===== config.mk =====
export PLATFORM = sky130hd
export DESIGN_NAME = adc_scan_dark_lit_sequencer_flat
export DESIGN_NICKNAME = d
export VERILOG_FILES = /design/src/hw/rtl/adsq_pkg.sv /design/src/hw/rtl/adsq_in_if.sv /design/src/hw/rtl/adsq_out_if.sv /design/src/hw/rtl/adsq_cfg_if.sv /design/src/hw/rtl/adsq_cfg.sv /design/src/hw/rtl/adsq_step.sv /design/src/hw/rtl/adc_scan_dark_lit_sequencer.sv /design/src/flat_wrapper.sv
export VERILOG_INCLUDE_DIRS = /design/src /design/src/hw/rtl
export SDC_FILE = /design/constraint.sdc
export NUM_CORES = 1
export LEC_CHECK = 0
export BUFFER_PORTS_ARGS = -buffer_cell sky130_fd_sc_hd__clkbuf_2
export CAP_MARGIN = 20
export CORE_ASPECT_RATIO = 0.7
export CORE_MARGIN = 4
export CORE_UTILIZATION = 63
export DETAILED_ROUTE_END_ITERATION = 12
export PLACE_DENSITY = 0.84
export SKIP_CTS_REPAIR_TIMING = 1
export SLEW_MARGIN = 20
export SYNTH_ARGS = -nofsm -noshare
export SYNTH_HDL_FRONTEND = slang
export SYNTH_HIERARCHICAL = 1
export SYNTH_SLANG_ARGS = --single-unit

===== constraint.sdc =====
create_clock -name clk -period 6.7 [get_ports clk]
set_input_delay 1.005 -clock clk [delete_from_list [all_inputs] [get_ports clk]]
set_output_delay 1.005 -clock clk [all_outputs]
set_load 0.1 [all_outputs]

===== src/hw/rtl/assert_macros.svh =====
// ----------------------------------------------------------------------------
// Assertion macros
// Clocked implication checks, compiled out when SYNTH is defined.
// ----------------------------------------------------------------------------
`ifndef ASSERT_MACROS_SVH
`define ASSERT_MACROS_SVH

`ifndef SYNTH
`define ASSERT_IMPLY(lbl, clk, rst, ante, cons) \
  lbl: assert property (@(posedge clk) disable iff (rst) (ante) |-> (cons)) \
    else $error("implication check failed");
`define ASSERT_NEXT(lbl, clk, rst, ante, cons) \
  lbl: assert property (@(posedge clk) disable iff (rst) (ante) |=> (cons)) \
    else $error("next-cycle check failed");
`else
`define ASSERT_IMPLY(lbl, clk, rst, ante, cons)
`define ASSERT_NEXT(lbl, clk, rst, ante, cons)
`endif

`endif


===== src/hw/rtl/adsq_pkg.sv =====
// ----------------------------------------------------------------------------
// adsq_pkg
// Shared widths, register codes and structs of the ADC scan sequencer.
// ----------------------------------------------------------------------------
`default_nettype none

package adsq_pkg;

  localparam int SENSOR_COUNT_DEF = 6;
  localparam int SAMPLE_BITS      = 10;
  localparam int CHAN_W           = 3;
  localparam int SLOT_W           = 4;
  localparam int PHASE_W          = 5;
  localparam int CFG_IDX_W        = 2;
  localparam int CFG_DATA_W       = 3;

  localparam logic [CHAN_W-1:0] DUMMY_CHANNEL = 3'd7;

  typedef enum logic [CFG_IDX_W-1:0] {
    CFG_EMITTER_ENABLE  = 2'd0,
    CFG_BATTERY_CHANNEL = 2'd1,
    CFG_SWITCH_CHANNEL  = 2'd2
  } cfg_idx_t;

  typedef struct packed {
    logic              emitter_enable;
    logic [CHAN_W-1:0] battery_channel;
    logic [CHAN_W-1:0] switch_channel;
    logic              emitter_clear;
  } cfg_t;

  typedef struct packed {
    logic                   start_conversion;
    logic [CHAN_W-1:0]      channel;
    logic                   emitter_drive;
    logic                   scan_active;
    logic                   sample_valid;
    logic [SLOT_W-1:0]      slot;
    logic [SAMPLE_BITS-1:0] sample;
    logic                   diff_valid;
    logic [SAMPLE_BITS-1:0] reflect_diff;
  } result_t;

endpackage

`default_nettype wire


===== src/hw/rtl/adsq_in_if.sv =====
// ----------------------------------------------------------------------------
// adsq_in_if
// Input item channel: scan start or conversion done with its result.
// ----------------------------------------------------------------------------
`default_nettype none

interface adsq_in_if;
  import adsq_pkg::*;

  logic                   valid;
  logic                   ready;
  logic                   kind;
  logic [SAMPLE_BITS-1:0] adc_result;

  modport source (output valid, kind, adc_result, input ready);
  modport sink (input valid, kind, adc_result, output ready);
endinterface

`default_nettype wire


===== src/hw/rtl/adsq_out_if.sv =====
// ----------------------------------------------------------------------------
// adsq_out_if
// Result item channel: conversion request, emitter level and samples.
// ----------------------------------------------------------------------------
`default_nettype none

interface adsq_out_if;
  import adsq_pkg::*;

  logic                   valid;
  logic                   ready;
  logic                   start_conversion;
  logic [CHAN_W-1:0]      channel;
  logic                   emitter_drive;
  logic                   scan_active;
  logic                   sample_valid;
  logic [SLOT_W-1:0]      slot;
  logic [SAMPLE_BITS-1:0] sample;
  logic                   diff_valid;
  logic [SAMPLE_BITS-1:0] reflect_diff;

  modport source (output valid, start_conversion, channel, emitter_drive, scan_active,
                  sample_valid, slot, sample, diff_valid, reflect_diff, input ready);
  modport sink (input valid, start_conversion, channel, emitter_drive, scan_active,
                sample_valid, slot, sample, diff_valid, reflect_diff, output ready);
endinterface

`default_nettype wire


===== src/hw/rtl/adsq_cfg_if.sv =====
// ----------------------------------------------------------------------------
// adsq_cfg_if
// Register write channel: register index and write data.
// ----------------------------------------------------------------------------
`default_nettype none

interface adsq_cfg_if;
  import adsq_pkg::*;

  logic                  valid;
  logic                  ready;
  logic [CFG_IDX_W-1:0]  index;
  logic [CFG_DATA_W-1:0] data;

  modport source (output valid, index, data, input ready);
  modport sink (input valid, index, data, output ready);
endinterface

`default_nettype wire


===== src/hw/rtl/adsq_cfg.sv =====
// ----------------------------------------------------------------------------
// adsq_cfg
// Configuration registers; a write to emitter_enable also clears the emitter.
// ----------------------------------------------------------------------------
`default_nettype none

module adsq_cfg (
  input  wire logic     clk,
  input  wire logic     rst,
  adsq_cfg_if.sink      cfg,
  output adsq_pkg::cfg_t settings
);
  import adsq_pkg::*;

  logic              emitter_enable;
  logic [CHAN_W-1:0] battery_channel;
  logic [CHAN_W-1:0] switch_channel;
  logic              wr;

  assign cfg.ready = 1'b1;
  assign wr        = cfg.valid && cfg.ready;

  always_ff @(posedge clk) begin
    if (rst) begin
      emitter_enable  <= 1'b1;
      battery_channel <= 3'd7;
      switch_channel  <= 3'd6;
    end else if (wr) begin
      unique case (cfg_idx_t'(cfg.index))
        CFG_EMITTER_ENABLE:  emitter_enable  <= cfg.data[0];
        CFG_BATTERY_CHANNEL: battery_channel <= cfg.data[CHAN_W-1:0];
        CFG_SWITCH_CHANNEL:  switch_channel  <= cfg.data[CHAN_W-1:0];
        default: ;
      endcase
    end
  end

  always_comb begin
    settings.emitter_enable  = emitter_enable;
    settings.battery_channel = battery_channel;
    settings.switch_channel  = switch_channel;
    settings.emitter_clear   = wr && (cfg.index == CFG_EMITTER_ENABLE);
  end
endmodule

`default_nettype wire


===== src/hw/rtl/adsq_step.sv =====
// ----------------------------------------------------------------------------
// adsq_step
// Scan phase state, dark reading store and the per-item step logic.
// ----------------------------------------------------------------------------
`default_nettype none

module adsq_step #(
  parameter int SENSOR_COUNT = adsq_pkg::SENSOR_COUNT_DEF
) (
  input  wire logic                             clk,
  input  wire logic                             rst,
  input  wire logic                             fire,
  input  wire logic                             kind,
  input  wire logic [adsq_pkg::SAMPLE_BITS-1:0] adc_result,
  input  wire adsq_pkg::cfg_t                   settings,
  output adsq_pkg::result_t                     res
);
  import adsq_pkg::*;

  localparam int DIW = (SENSOR_COUNT > 1) ? $clog2(SENSOR_COUNT) : 1;
  localparam logic [PHASE_W-1:0] PH_BATT     = PHASE_W'(1);
  localparam logic [PHASE_W-1:0] PH_SW       = PHASE_W'(2);
  localparam logic [PHASE_W-1:0] PH_DARK0    = PHASE_W'(3);
  localparam logic [PHASE_W-1:0] PH_LASTDARK = PHASE_W'(2 + SENSOR_COUNT);
  localparam logic [PHASE_W-1:0] PH_SETTLE   = PHASE_W'(3 + SENSOR_COUNT);
  localparam logic [PHASE_W-1:0] PH_LIT0     = PHASE_W'(4 + SENSOR_COUNT);
  localparam logic [PHASE_W-1:0] PH_LAST     = PHASE_W'(3 + 2 * SENSOR_COUNT);

  logic [PHASE_W-1:0]     phase, phase_next;
  logic                   active, active_next;
  logic                   emitter_level, emitter_level_next;
  logic [SAMPLE_BITS-1:0] dark_store [SENSOR_COUNT];
  logic                   dark_wr;
  logic [PHASE_W-1:0]     dark_off, lit_off, lit_chan, ph_m1, ph_m2;
  logic [SAMPLE_BITS-1:0] dark_val;

  assign dark_off = phase - PH_DARK0;
  assign lit_off  = phase - PH_LIT0;
  assign lit_chan = lit_off + PHASE_W'(1);
  assign ph_m1    = phase - PHASE_W'(1);
  assign ph_m2    = phase - PHASE_W'(2);
  assign dark_val = dark_store[lit_off[DIW-1:0]];

  always_comb begin
    res                = '0;
    phase_next         = phase;
    active_next        = active;
    emitter_level_next = emitter_level;
    dark_wr            = 1'b0;
    if (!kind) begin
      phase_next           = '0;
      active_next          = 1'b1;
      res.start_conversion = 1'b1;
    end else if (active) begin
      phase_next = phase + PHASE_W'(1);
      if (phase == '0) begin
        res.start_conversion = 1'b1;
        res.channel          = settings.battery_channel;
      end else if (phase == PH_BATT) begin
        res.sample_valid     = 1'b1;
        res.slot             = ph_m1[SLOT_W-1:0];
        res.sample           = adc_result;
        res.start_conversion = 1'b1;
        res.channel          = settings.switch_channel;
      end else if (phase == PH_SW) begin
        res.sample_valid     = 1'b1;
        res.slot             = ph_m1[SLOT_W-1:0];
        res.sample           = adc_result;
        res.start_conversion = 1'b1;
      end else if (phase >= PH_DARK0 && phase <= PH_LASTDARK) begin
        dark_wr              = 1'b1;
        res.sample_valid     = 1'b1;
        res.slot             = ph_m1[SLOT_W-1:0];
        res.sample           = adc_result;
        res.start_conversion = 1'b1;
        if (phase == PH_LASTDARK) begin
          emitter_level_next = emitter_level | settings.emitter_enable;
          res.channel        = DUMMY_CHANNEL;
        end else begin
          res.channel = ph_m2[CHAN_W-1:0];
        end
      end else if (phase == PH_SETTLE) begin
        res.start_conversion = 1'b1;
      end else if (phase >= PH_LIT0 && phase <= PH_LAST) begin
        res.sample_valid = 1'b1;
        res.slot         = ph_m2[SLOT_W-1:0];
        res.sample       = adc_result;
        res.diff_valid   = 1'b1;
        res.reflect_diff = (adc_result > dark_val) ? (adc_result - dark_val) : '0;
        if (phase == PH_LAST) begin
          emitter_level_next = 1'b0;
          active_next        = 1'b0;
        end else begin
          res.start_conversion = 1'b1;
          res.channel          = lit_chan[CHAN_W-1:0];
        end
      end else begin
        active_next = 1'b0;
      end
    end
    res.emitter_drive = emitter_level_next;
    res.scan_active   = active_next;
  end

  always_ff @(posedge clk) begin
    if (rst) begin
      phase         <= '0;
      active        <= 1'b0;
      emitter_level <= 1'b0;
    end else begin
      if (fire) begin
        phase  <= phase_next;
        active <= active_next;
      end
      if (settings.emitter_clear) begin
        emitter_level <= 1'b0;
      end else if (fire) begin
        emitter_level <= emitter_level_next;
      end
    end
  end

  always_ff @(posedge clk) begin
    if (fire && dark_wr) begin
      dark_store[dark_off[DIW-1:0]] <= adc_result;
    end
  end
endmodule

`default_nettype wire


===== src/hw/rtl/adc_scan_dark_lit_sequencer.sv =====
// Path: an accepted item waits in the input register until the result register can take its result.
// Throughput: one item per cycle while the output is not stalled; the single-pass step logic between the input
// register and the result register sets this figure.
// Reset: phase, scan and emitter go idle/off, registers return to their defaults,
// both pipeline registers empty; dark readings stay undefined until a scan writes them.
// ----------------------------------------------------------------------------
// adc_scan_dark_lit_sequencer
// Top level: input register, step logic, result register and configuration.
// ----------------------------------------------------------------------------
`default_nettype none
`include "assert_macros.svh"

module adc_scan_dark_lit_sequencer #(
  parameter int SENSOR_COUNT = adsq_pkg::SENSOR_COUNT_DEF
) (
  input  wire logic clk,
  input  wire logic rst,
  adsq_in_if.sink   adc,
  adsq_out_if.source scan,
  adsq_cfg_if.sink  cfg
);
  import adsq_pkg::*;

  cfg_t                   settings;
  result_t                res, res_q;
  logic                   in_valid_q;
  logic                   kind_q;
  logic [SAMPLE_BITS-1:0] adc_q;
  logic                   out_valid;
  logic                   adv;
  logic                   fire;

  assign adv       = !out_valid || scan.ready;
  assign fire      = in_valid_q && adv;
  assign adc.ready = !in_valid_q || adv;

  adsq_cfg u_cfg (
    .clk      (clk),
    .rst      (rst),
    .cfg      (cfg),
    .settings (settings)
  );

  adsq_step #(
    .SENSOR_COUNT (SENSOR_COUNT)
  ) u_step (
    .clk        (clk),
    .rst        (rst),
    .fire       (fire),
    .kind       (kind_q),
    .adc_result (adc_q),
    .settings   (settings),
    .res        (res)
  );

  always_ff @(posedge clk) begin
    if (rst) begin
      in_valid_q <= 1'b0;
      out_valid  <= 1'b0;
    end else begin
      if (adc.ready) begin
        in_valid_q <= adc.valid;
      end
      if (adv) begin
        out_valid <= in_valid_q;
      end
    end
  end

  always_ff @(posedge clk) begin
    if (adc.valid && adc.ready) begin
      kind_q <= adc.kind;
      adc_q  <= adc.adc_result;
    end
    if (fire) begin
      res_q <= res;
    end
  end

  assign scan.valid            = out_valid;
  assign scan.start_conversion = res_q.start_conversion;
  assign scan.channel          = res_q.channel;
  assign scan.emitter_drive    = res_q.emitter_drive;
  assign scan.scan_active      = res_q.scan_active;
  assign scan.sample_valid     = res_q.sample_valid;
  assign scan.slot             = res_q.slot;
  assign scan.sample           = res_q.sample;
  assign scan.diff_valid       = res_q.diff_valid;
  assign scan.reflect_diff     = res_q.reflect_diff;

  `ASSERT_NEXT(a_hold_pending, clk, rst, in_valid_q && !adv, in_valid_q)
  `ASSERT_IMPLY(a_stall_only_on_out, clk, rst, !adc.ready, scan.valid && !scan.ready)
  `ASSERT_IMPLY(a_diff_has_sample, clk, rst, scan.valid && scan.diff_valid, scan.sample_valid)
  `ASSERT_IMPLY(a_idle_chan_zero, clk, rst, scan.valid && !scan.start_conversion, scan.channel == '0)
endmodule

`default_nettype wire

===== src/flat_wrapper.sv =====
// flat-port wrapper written by rule: the top's interface ports become plain ports
module adc_scan_dark_lit_sequencer_flat import adsq_pkg::*;
#(
  parameter int SENSOR_COUNT = adsq_pkg::SENSOR_COUNT_DEF
)
  (clk, rst, adc_valid, adc_kind, adc_adc_result, adc_ready, scan_valid, scan_start_conversion, scan_channel, scan_emitter_drive, scan_scan_active, scan_sample_valid, scan_slot, scan_sample, scan_diff_valid, scan_reflect_diff, scan_ready, cfg_valid, cfg_index, cfg_data, cfg_ready);
  adsq_in_if adc_i ();
  adsq_out_if scan_i ();
  adsq_cfg_if cfg_i ();
  input  wire logic clk;
  input  wire logic rst;
  input wire logic [$bits(adc_i.valid)-1:0] adc_valid;
  input wire logic [$bits(adc_i.kind)-1:0] adc_kind;
  input wire logic [$bits(adc_i.adc_result)-1:0] adc_adc_result;
  output wire logic [$bits(adc_i.ready)-1:0] adc_ready;
  output wire logic [$bits(scan_i.valid)-1:0] scan_valid;
  output wire logic [$bits(scan_i.start_conversion)-1:0] scan_start_conversion;
  output wire logic [$bits(scan_i.channel)-1:0] scan_channel;
  output wire logic [$bits(scan_i.emitter_drive)-1:0] scan_emitter_drive;
  output wire logic [$bits(scan_i.scan_active)-1:0] scan_scan_active;
  output wire logic [$bits(scan_i.sample_valid)-1:0] scan_sample_valid;
  output wire logic [$bits(scan_i.slot)-1:0] scan_slot;
  output wire logic [$bits(scan_i.sample)-1:0] scan_sample;
  output wire logic [$bits(scan_i.diff_valid)-1:0] scan_diff_valid;
  output wire logic [$bits(scan_i.reflect_diff)-1:0] scan_reflect_diff;
  input wire logic [$bits(scan_i.ready)-1:0] scan_ready;
  input wire logic [$bits(cfg_i.valid)-1:0] cfg_valid;
  input wire logic [$bits(cfg_i.index)-1:0] cfg_index;
  input wire logic [$bits(cfg_i.data)-1:0] cfg_data;
  output wire logic [$bits(cfg_i.ready)-1:0] cfg_ready;
  assign adc_i.valid = adc_valid;
  assign adc_i.kind = adc_kind;
  assign adc_i.adc_result = adc_adc_result;
  assign adc_ready = adc_i.ready;
  assign scan_valid = scan_i.valid;
  assign scan_start_conversion = scan_i.start_conversion;
  assign scan_channel = scan_i.channel;
  assign scan_emitter_drive = scan_i.emitter_drive;
  assign scan_scan_active = scan_i.scan_active;
  assign scan_sample_valid = scan_i.sample_valid;
  assign scan_slot = scan_i.slot;
  assign scan_sample = scan_i.sample;
  assign scan_diff_valid = scan_i.diff_valid;
  assign scan_reflect_diff = scan_i.reflect_diff;
  assign scan_i.ready = scan_ready;
  assign cfg_i.valid = cfg_valid;
  assign cfg_i.index = cfg_index;
  assign cfg_i.data = cfg_data;
  assign cfg_ready = cfg_i.ready;
  adc_scan_dark_lit_sequencer #(.SENSOR_COUNT(SENSOR_COUNT)) u_core (.clk(clk), .rst(rst), .adc(adc_i), .scan(scan_i), .cfg(cfg_i));
endmodule

=== Word-level counts from Yosys, hierarchy flattened ===
Memories as Yosys holds them, arrays and structs flattened.
Index checks and enable logic that the tools add are counted.

* Reduce and logical (&&, ||, !) cells: 21
* Order comparisons: 5
* $add $sub $neg: 7
* Bitwise logic cells: 5
* Multiplexer cells: 46
* Equality and inequality tests: 8

{| class="wikitable"
|+ Operator list
! kind !! count
|-
| $mux 26 || 2
|-
| $mux 15 || 3
|-
| $mux 1 || 29
|-
| $mux 4 || 6
|-
| $eq 5x4->1 const B || 3
|-
| $gt 10x10->1 || 1
|-
| $le 5x4->1 const B || 2
|-
| $mux 10 || 1
|-
| $mux 5 || 2
|-
| $reduce_and 2->1 || 5
|-
| $sub 10x10->10 || 1
|-
| $mux 3 || 3
|-
| $reduce_or 9->1 || 1
|-
| $reduce_or 7->1 || 1
|-
| $logic_and 1x1->1 || 6
|-
| $sub 3x2->3 const B || 2
|-
| $add 5x1->5 const B || 1
|-
| $eq 5x1->1 const B || 1
|-
| $eq 5x2->1 const B || 1
|-
| $ge 5x2->1 const B || 1
|-
| $ge 5x4->1 const B || 1
|-
| $logic_not 5->1 || 1
|-
| $not 1->1 || 4
|-
| $sub 4x1->4 const B || 1
|-
| other kinds (11) || 13
|}

* Output and inout bits: 35
* Memories kept: 1
* Memory bits (writable): 60
* Logic and storage cells: 112
* Register bits after elaboration: 59
* Input port bits: 21

{| class="wikitable"
|+ Memory list
! memory !! depth !! bits a word !! rd ports !! clocked after memory_dff !! wr ports !! line !! source
|-
| u_core.u_step.dark_store || 6 || 10 || 1 || 0 || 1 || adsq_step.sv:32 || <nowiki>logic [SAMPLE_BITS-1:0] dark_store [SENSOR_COUNT];</nowiki>
|}

=== Logic depth before layout (Yosys ltp) ===
* Depth after elaboration: 11
* Gate-level depth with buffers: 14
* Depth with buffers taken out: 12

=== Hierarchy ===
Netlist, hierarchy kept.

{| class="wikitable"
|+ Modules (own cells, without submodules)
! module !! cells each !! times used !! area each (um^2) !! seq. area each (um^2)
|-
| adsq_step || 326 || 1 || 3,848.7 || 1,941.9
|-
| adc_scan_dark_lit_sequencer || 53 || 1 || 1,395.1 || 1,331.3
|-
| adsq_cfg || 32 || 1 || 307.8 || 140.1
|}

=== Least setup slack after synthesis ===
Ideal clock, no wire load.

* Path kind: input to register
* Start point: input scan_ready
* End point: memory u_core.u_step.dark_store[0][0] (enable)
* Cell stages on the path: 5
* Arrival time: 2.947 ns
* Data required time: 6.310 ns
* Buffers on the path: 1
* Setup time: 0.390 ns
* Slack: 3.363 ns
* Cells stage by stage: nand2b_1 and2_2 clkbuf_1 nand4_1 nor3_1

* Cells in the longest elaborated chain, start to end: 5

{| class="wikitable"
|+ Ends and longest elaborated chain
! element !! line !! source
|-
| from (decl) || flat_wrapper.sv:26 || <nowiki>input wire logic [$bits(scan_i.ready)-1:0] scan_ready;</nowiki>
|-
| $logic_or 1x1->1 || adc_scan_dark_lit_sequencer.sv:33 || <nowiki>assign adv = !out_valid || scan.ready;</nowiki>
|-
| $logic_and 1x1->1 || adc_scan_dark_lit_sequencer.sv:34 || <nowiki>assign fire = in_valid_q && adv;</nowiki>
|-
| net u_core.fire || adc_scan_dark_lit_sequencer.sv:31 || <nowiki>logic fire;</nowiki>
|-
| $logic_and 1x1->1 || adsq_step.sv:124 || <nowiki>if (fire && dark_wr) begin</nowiki>
|-
| $mux 1 || adsq_step.sv:124 ||
|-
| $mux 1 (not written as such) || adsq_step.sv:125 || <nowiki>dark_store[dark_off[DIW-1:0]] <= adc_result;</nowiki>
|-
| to (decl) || adsq_step.sv:32 ||
|}

The timed path passes the listed nets, and every way through them passes these cells.

=== Final worst setup path ===
* Start point: register u_core.u_step.phase[1]
* End point: register u_core.res_q (netlist bit u_core/scan.reflect_diff[7]), data pin

* Cells in the longest elaborated chain, start to end: 5
* Elaborated cells on any way between the ends: 17
* Those cells by class: 2 x add/sub; 5 x order compare; 3 x eq/ne; 2 x bitwise; 4 x reduce/logical; 1 x memory

{| class="wikitable"
|+ Ends and longest elaborated chain
! element !! line !! source
|-
| from (decl) || adsq_step.sv:29 || <nowiki>logic [PHASE_W-1:0] phase, phase_next;</nowiki>
|-
| from (signal assigned) || adsq_step.sv:112 || <nowiki>phase <= phase_next;</nowiki>
|-
| $sub 3x2->3 || adsq_step.sv:38 || <nowiki>assign lit_off = phase - PH_LIT0;</nowiki>
|-
| $mem_v2 6x10 || n/a ||
|-
| $gt 10x10->1 || adsq_step.sv:89 || <nowiki>res.reflect_diff = (adc_result > dark_val) ? (adc_result - dark_val) : '0;</nowiki>
|-
| $not 1->1 (no line) || n/a ||
|-
| $reduce_or 9->1 (no line) || n/a ||
|-
| to (signal assigned) || adc_scan_dark_lit_sequencer.sv:76 || <nowiki>res_q <= res;</nowiki>
|-
| to (decl) || adc_scan_dark_lit_sequencer.sv:25 || <nowiki>result_t res, res_q;</nowiki>
|}

Parallel ways exist; a longest one is shown, timed or not.
A chain may end at the register's enable or synchronous reset.

==> impl_results.html <==
<table>
<tr><th>Metric</th><th>Value</th></tr>
<tr><th colspan="2">Power and ir drop</th></tr>
<tr><td>Net Switching</td><td>between 0.0004 and 0.0005 W</td></tr>
<tr><td>Combinational share of power</td><td>7.2%</td></tr>
<tr><td>Sequential cell fraction of total power</td><td>about 46%</td></tr>
<tr><td>Cell-internal power</td><td>about 0.0014 W</td></tr>
<tr><td>Clock power share</td><td>between 40% and 50%</td></tr>
<tr><td>Pleak</td><td>2.406 nW</td></tr>
<tr><td>PwrDens</td><td>280.4 nW/um^2</td></tr>
<tr><td>Peak VDD IR</td><td>~0.21 mV</td></tr>
<tr><td>Share of total power consumed by net switching</td><td>between 20% and 30%</td></tr>
<tr><th colspan="2">Worst setup path</th></tr>
<tr><td>Required time of the worst setup path</td><td>6.85 ns</td></tr>
<tr><td>Top fanout value on the critical path</td><td>23</td></tr>
<tr><td>Worst Path Arrival</td><td>~4.3 ns</td></tr>
<tr><td>WS Path Type</td><td>reg -&gt; reg</td></tr>
<tr><td>Critical-path top delay cell</td><td>sky130_fd_sc_hd__ha_1</td></tr>
<tr><td>Launching element type of the critical path</td><td>flip-flop</td></tr>
<tr><td>Critical path, cell by cell</td><td>inv_1 -&gt; ha_1 -&gt; nand2_1 -&gt; o21ai_0 -&gt; ha_1 -&gt; inv_1 -&gt; fa_1 -&gt; a21o_1 -&gt; a221oi_1 -&gt; o31ai_1 -&gt; nand3_2 -&gt; nor3b_1</td></tr>
<tr><td>Sort of element at the end of the critical path</td><td>flip-flop</td></tr>
<tr><td>Crit path launch</td><td>u_core/u_step/phase[1]</td></tr>
<tr><td>R2R Path Start</td><td>u_core/u_step/phase[1]</td></tr>
<tr><td>Number of cells traversed by the worst register-to-register path</td><td>12</td></tr>
<tr><td>CP max stage delay</td><td>0.82 ns</td></tr>
<tr><th colspan="2">STA</th></tr>
<tr><td>Top achievable clock speed</td><td>243.0 MHz</td></tr>
<tr><td>Number of setup violations in the final report</td><td>0</td></tr>
<tr><td>Setup repair after global routing missed its margin</td><td>no</td></tr>
<tr><td>Headroom to the max-slew limit</td><td>between 20% and 30%</td></tr>
<tr><td>Hold_ws</td><td>between 0.5 and 0.6 ns</td></tr>
<tr><td>Setup_tns</td><td>0 ns</td></tr>
<tr><td>Portion of the clock cycle consumed by the worst path in the final layout</td><td>between 60% and 70%</td></tr>
<tr><td>Number of max-slew violations in the final report</td><td>0</td></tr>
<tr><td>Post-layout worst setup margin</td><td>2.585 ns</td></tr>
<tr><td>Worst Clk Skew</td><td>around 0.0093 ns</td></tr>
<tr><td>Final-report hold violation count</td><td>0</td></tr>
<tr><td>Min Clock Period, post-route</td><td>between 4 and 5 ns</td></tr>
<tr><td>Slew @ Worst Pin</td><td>around 1.1 ns</td></tr>
<tr><th colspan="2">Yosys</th></tr>
<tr><td>Post-synth EDFFs</td><td>~100</td></tr>
<tr><td>Number of nets produced by synthesis</td><td>between 400 and 500</td></tr>
<tr><td>Netlist cell types</td><td>just under 70</td></tr>
<tr><td>Mapped Avg Cell Area</td><td>between 10 and 15 um^2</td></tr>
<tr><td>Number of cells produced by synthesis</td><td>around 410</td></tr>
<tr><td>Most frequently used flop master after synthesis</td><td>sky130_fd_sc_hd__edfxtp_1</td></tr>
<tr><td>Async set-or-reset flop fraction in the synthesized netlist</td><td>0%</td></tr>
<tr><td>Portion of the post-synthesis area used by sequential elements</td><td>61.48%</td></tr>
<tr><td>Summed instance area of the synthesized netlist</td><td>about 5600 um^2</td></tr>
<tr><td>#FFs+latches synth</td><td>119</td></tr>
<tr><td>Number of warnings reported in the yosys synthesis log</td><td>6</td></tr>
<tr><th colspan="2">CTS</th></tr>
<tr><td>Root buffer selected by CTS</td><td>sky130_fd_sc_hd__clkbuf_16</td></tr>
<tr><td>Post-CTS clock slew at the launch and capture registers of the worst setup and hold paths</td><td>0.06 ns</td></tr>
<tr><td>CTS buffer count</td><td>17</td></tr>
<tr><td>H-tree levels</td><td>4</td></tr>
<tr><td>Clock tree from TritonCTS</td><td>done</td></tr>
<tr><td>Clock buffer depth</td><td>2</td></tr>
<tr><td>TritonCTS Sinks</td><td>roughly 120</td></tr>
<tr><td>Clock latency on the worst-skew pair</td><td>0.41 ns</td></tr>
<tr><th colspan="2">Cells and area</th></tr>
<tr><td>Diodes inserted</td><td>0</td></tr>
<tr><td>Area occupied by multi-input gates</td><td>between 1500 and 2000 um^2</td></tr>
<tr><td>Fraction of layout instances using a drive strength above 1</td><td>between 20% and 30%</td></tr>
<tr><td>Layout overhead on the synthesized area</td><td>15.87%</td></tr>
<tr><td>Filler instances</td><td>between 500 and 600</td></tr>
<tr><td>Nets@finish</td><td>roughly 500</td></tr>
<tr><td>Register area</td><td>roughly 3400 um^2</td></tr>
<tr><th colspan="2">GRT</th></tr>
<tr><td>Total grt overflow</td><td>0</td></tr>
<tr><td>Wire length of the first global-routing pass</td><td>18640 um</td></tr>
<tr><td>Initial antenna violation count</td><td>0</td></tr>
<tr><td>Maximum number of pins on one net before global-route repair</td><td>46</td></tr>
<tr><td>Aggregate global-route resource usage</td><td>24.25%</td></tr>
<tr><td>Number of global-route vias before repair</td><td>~3.5k</td></tr>
<tr><th colspan="2">Floorplan</th></tr>
<tr><td>Number of rows in the core area</td><td>28</td></tr>
<tr><td>Boundary pin count</td><td>56</td></tr>
<tr><td>Die area</td><td>roughly 10000 um^2</td></tr>
<tr><td>Effective utilization at floorplan</td><td>65.21%</td></tr>
<tr><td>Floorplan die width</td><td>120.2 um</td></tr>
<tr><td>Die boundary height</td><td>about 87 um</td></tr>
<tr><td>Floorplan Core Area</td><td>~8500 um^2</td></tr>
<tr><th colspan="2">Hold path</th></tr>
<tr><td>Cells on Worst Hold Path</td><td>2</td></tr>
<tr><td>Startpoint of the tightest hold check path</td><td>u_core/in_valid_q</td></tr>
<tr><td>Kind of path behind the tightest hold check</td><td>reg -&gt; reg</td></tr>
<tr><th colspan="2">Placement</th></tr>
<tr><td>Final GP Congestion</td><td>0.9045</td></tr>
<tr><td>Number of port buffers</td><td>54</td></tr>
<tr><td>Estimated wirelength of the detail-placed design</td><td>just under 8000 um</td></tr>
<tr><td>Post-place setup slack</td><td>2.686 ns</td></tr>
<tr><th colspan="2">Flow run</th></tr>
<tr><td>Number of max-capacitance violations reported</td><td>0</td></tr>
<tr><th colspan="2">Detailed routing</th></tr>
<tr><td>Total routed wirelength</td><td>11630 um</td></tr>
<tr><td>DR vias/cell</td><td>~6.0</td></tr>
<tr><td>TritonRoute pass-1 iters</td><td>5</td></tr>
<tr><td>Routed via count</td><td>around 3.6k</td></tr>
<tr><td>Starting DRC count in detailed routing</td><td>386</td></tr>
<tr><td>Post-DR wirelength/cell</td><td>a little under 20 um</td></tr>
<tr><td>Post-detailed-route DRC marker count</td><td>0</td></tr>
<tr><td>Remaining antenna violation count after routing</td><td>0</td></tr>
<tr><th colspan="2">Outcome</th></tr>
<tr><td>Run status</td><td>completed</td></tr>
</table>
## worst max-delay path, delay by kind of cell (launching register included)
family,cells,cell delay [ns]
buf+inv,2,0.35
simple gates,3,0.38
fa+ha+maj,3,1.40
flops,1,0.80
compound gates,4,0.92
## metal layers
layer | global-route usage, % | wire, um
met5 | 0 | 0
met4 | 9.252 | 172
met3 | 7.175 | 976
met2 | 35.17 | 5210
met1 | 35.02 | 5265
## final timing paths
| kind | to | slack, ns |
|---|---|---|
| hold reg to reg | u_core/scan.valid | 0.50 |
| setup reg to reg | u_core/scan.reflect_diff[7] | 2.59 |
| setup / recovery | u_core/scan.reflect_diff[7] | 2.59 |
| hold / removal | u_core/scan.valid | 0.50 |
## power groups by stage
stage	Combinational (W)	Clock, W	Sequential, W
after global routing	0.000137	0.000892	0.000836
after floorplan	0.0000439	0	0.000907
final	0.000130	0.000840	0.000834
after detailed placement	0.000128	0	0.000850
after CTS	0.000129	0.000853	0.000834
after global placement	0.000128	0	0.000848
## synth_stat cells, drive strengths merged (2+ instances only)
cell type,n,area (um^2)
or2,2,12.51
nor2b,3,18.77
o211a,2,20.02
a221oi,2,23.77
a31oi,3,18.77
nand3b,3,35.03
buf,16,111.4
o221a,2,22.52
xnor2,5,43.79
and3,6,37.54
o21a,5,37.54
o21ai,10,50.04
o31a,2,17.52
nor4,3,33.78
nor3,9,50.05
dfxtp,16,320.3
mux2i,17,170.2
nor2,48,185.2
ha,20,250.2
nor3b,3,27.52
and2,14,91.34
clkbuf,4,16.26
nand2,11,43.80
a211oi,3,27.52
a21oi,33,172.7
mux4,10,225.2
nand2b,6,37.54
o22ai,2,12.51
xor2,4,35.03
inv,12,45.04
edfxtp,103,3093
a21o,4,30.03
o31ai,2,20.02
nand4,7,43.79
nand3,4,25.02
## kinds of logic after synthesis
kind of cell	share of synthesized area, %
fa+ha+maj	4.868
xor+xnor	1.420
compound gates	9.015
other cells	0.06755
simple gates	12.71
flops	61.48
buf+inv	3.110
mux	7.325
## registers in the layout, summed over array words and instances, names as in the netlist, 3 cells and up
register,flops
u_core/adc_q,10
u_core/scan.channel,3
u_core/scan.reflect_diff,10
u_core/scan.sample,10
u_core/scan.slot,4
u_core/u_cfg/battery_channel,3
u_core/u_cfg/switch_channel,3
u_core/u_step/dark_store,60
u_core/u_step/phase,5
## metrics by stage
stage               area, um^2  total power (W)  utilization (%)  instances
floorplan                 5552        0.0009508                -        411
global placement          5874        0.0009764            69.00        569
detailed placement        5879        0.0009781            69.06        569
CTS                       6432         0.001817            75.56        601
global route              6432         0.001865            75.56        601
finish                    6432         0.001804            75.56        601
## area by class of cell
cell class | instances | share of cell area, %
sequential | 119 | 53.06
multi-input combinational | 260 | 30.64
clock buffer | 19 | 6.730
timing repair buffer | 58 | 4.668
tap | 120 | 2.334
clock inverter | 13 | 1.867
inverter | 12 | 0.7003
## placed cells by master, fill, tap and decap left out, drive strengths merged, types with 3 or more instances in the layout
| cell | instances |
|---|---|
| o21a | 5 |
| and2 | 14 |
| mux4 | 10 |
| xnor2 | 5 |
| a31oi | 3 |
| nand3b | 3 |
| mux2i | 17 |
| and3 | 6 |
| o21ai | 10 |
| nor2 | 48 |
| edfxtp | 103 |
| inv | 17 |
| nand3 | 4 |
| nand2b | 6 |
| xor2 | 4 |
| nor3 | 9 |
| nor2b | 3 |
| a21oi | 33 |
| clkinv | 4 |
| buf | 4 |
| clkbuf | 73 |
| nand4 | 7 |
| clkinvlp | 3 |
| a21o | 4 |
| nor3b | 3 |
| nor4 | 3 |
| nand2 | 11 |
| a211oi | 3 |
| ha | 20 |
| dfxtp | 16 |
No activity file was read; power rests on OpenSTA's default activity.
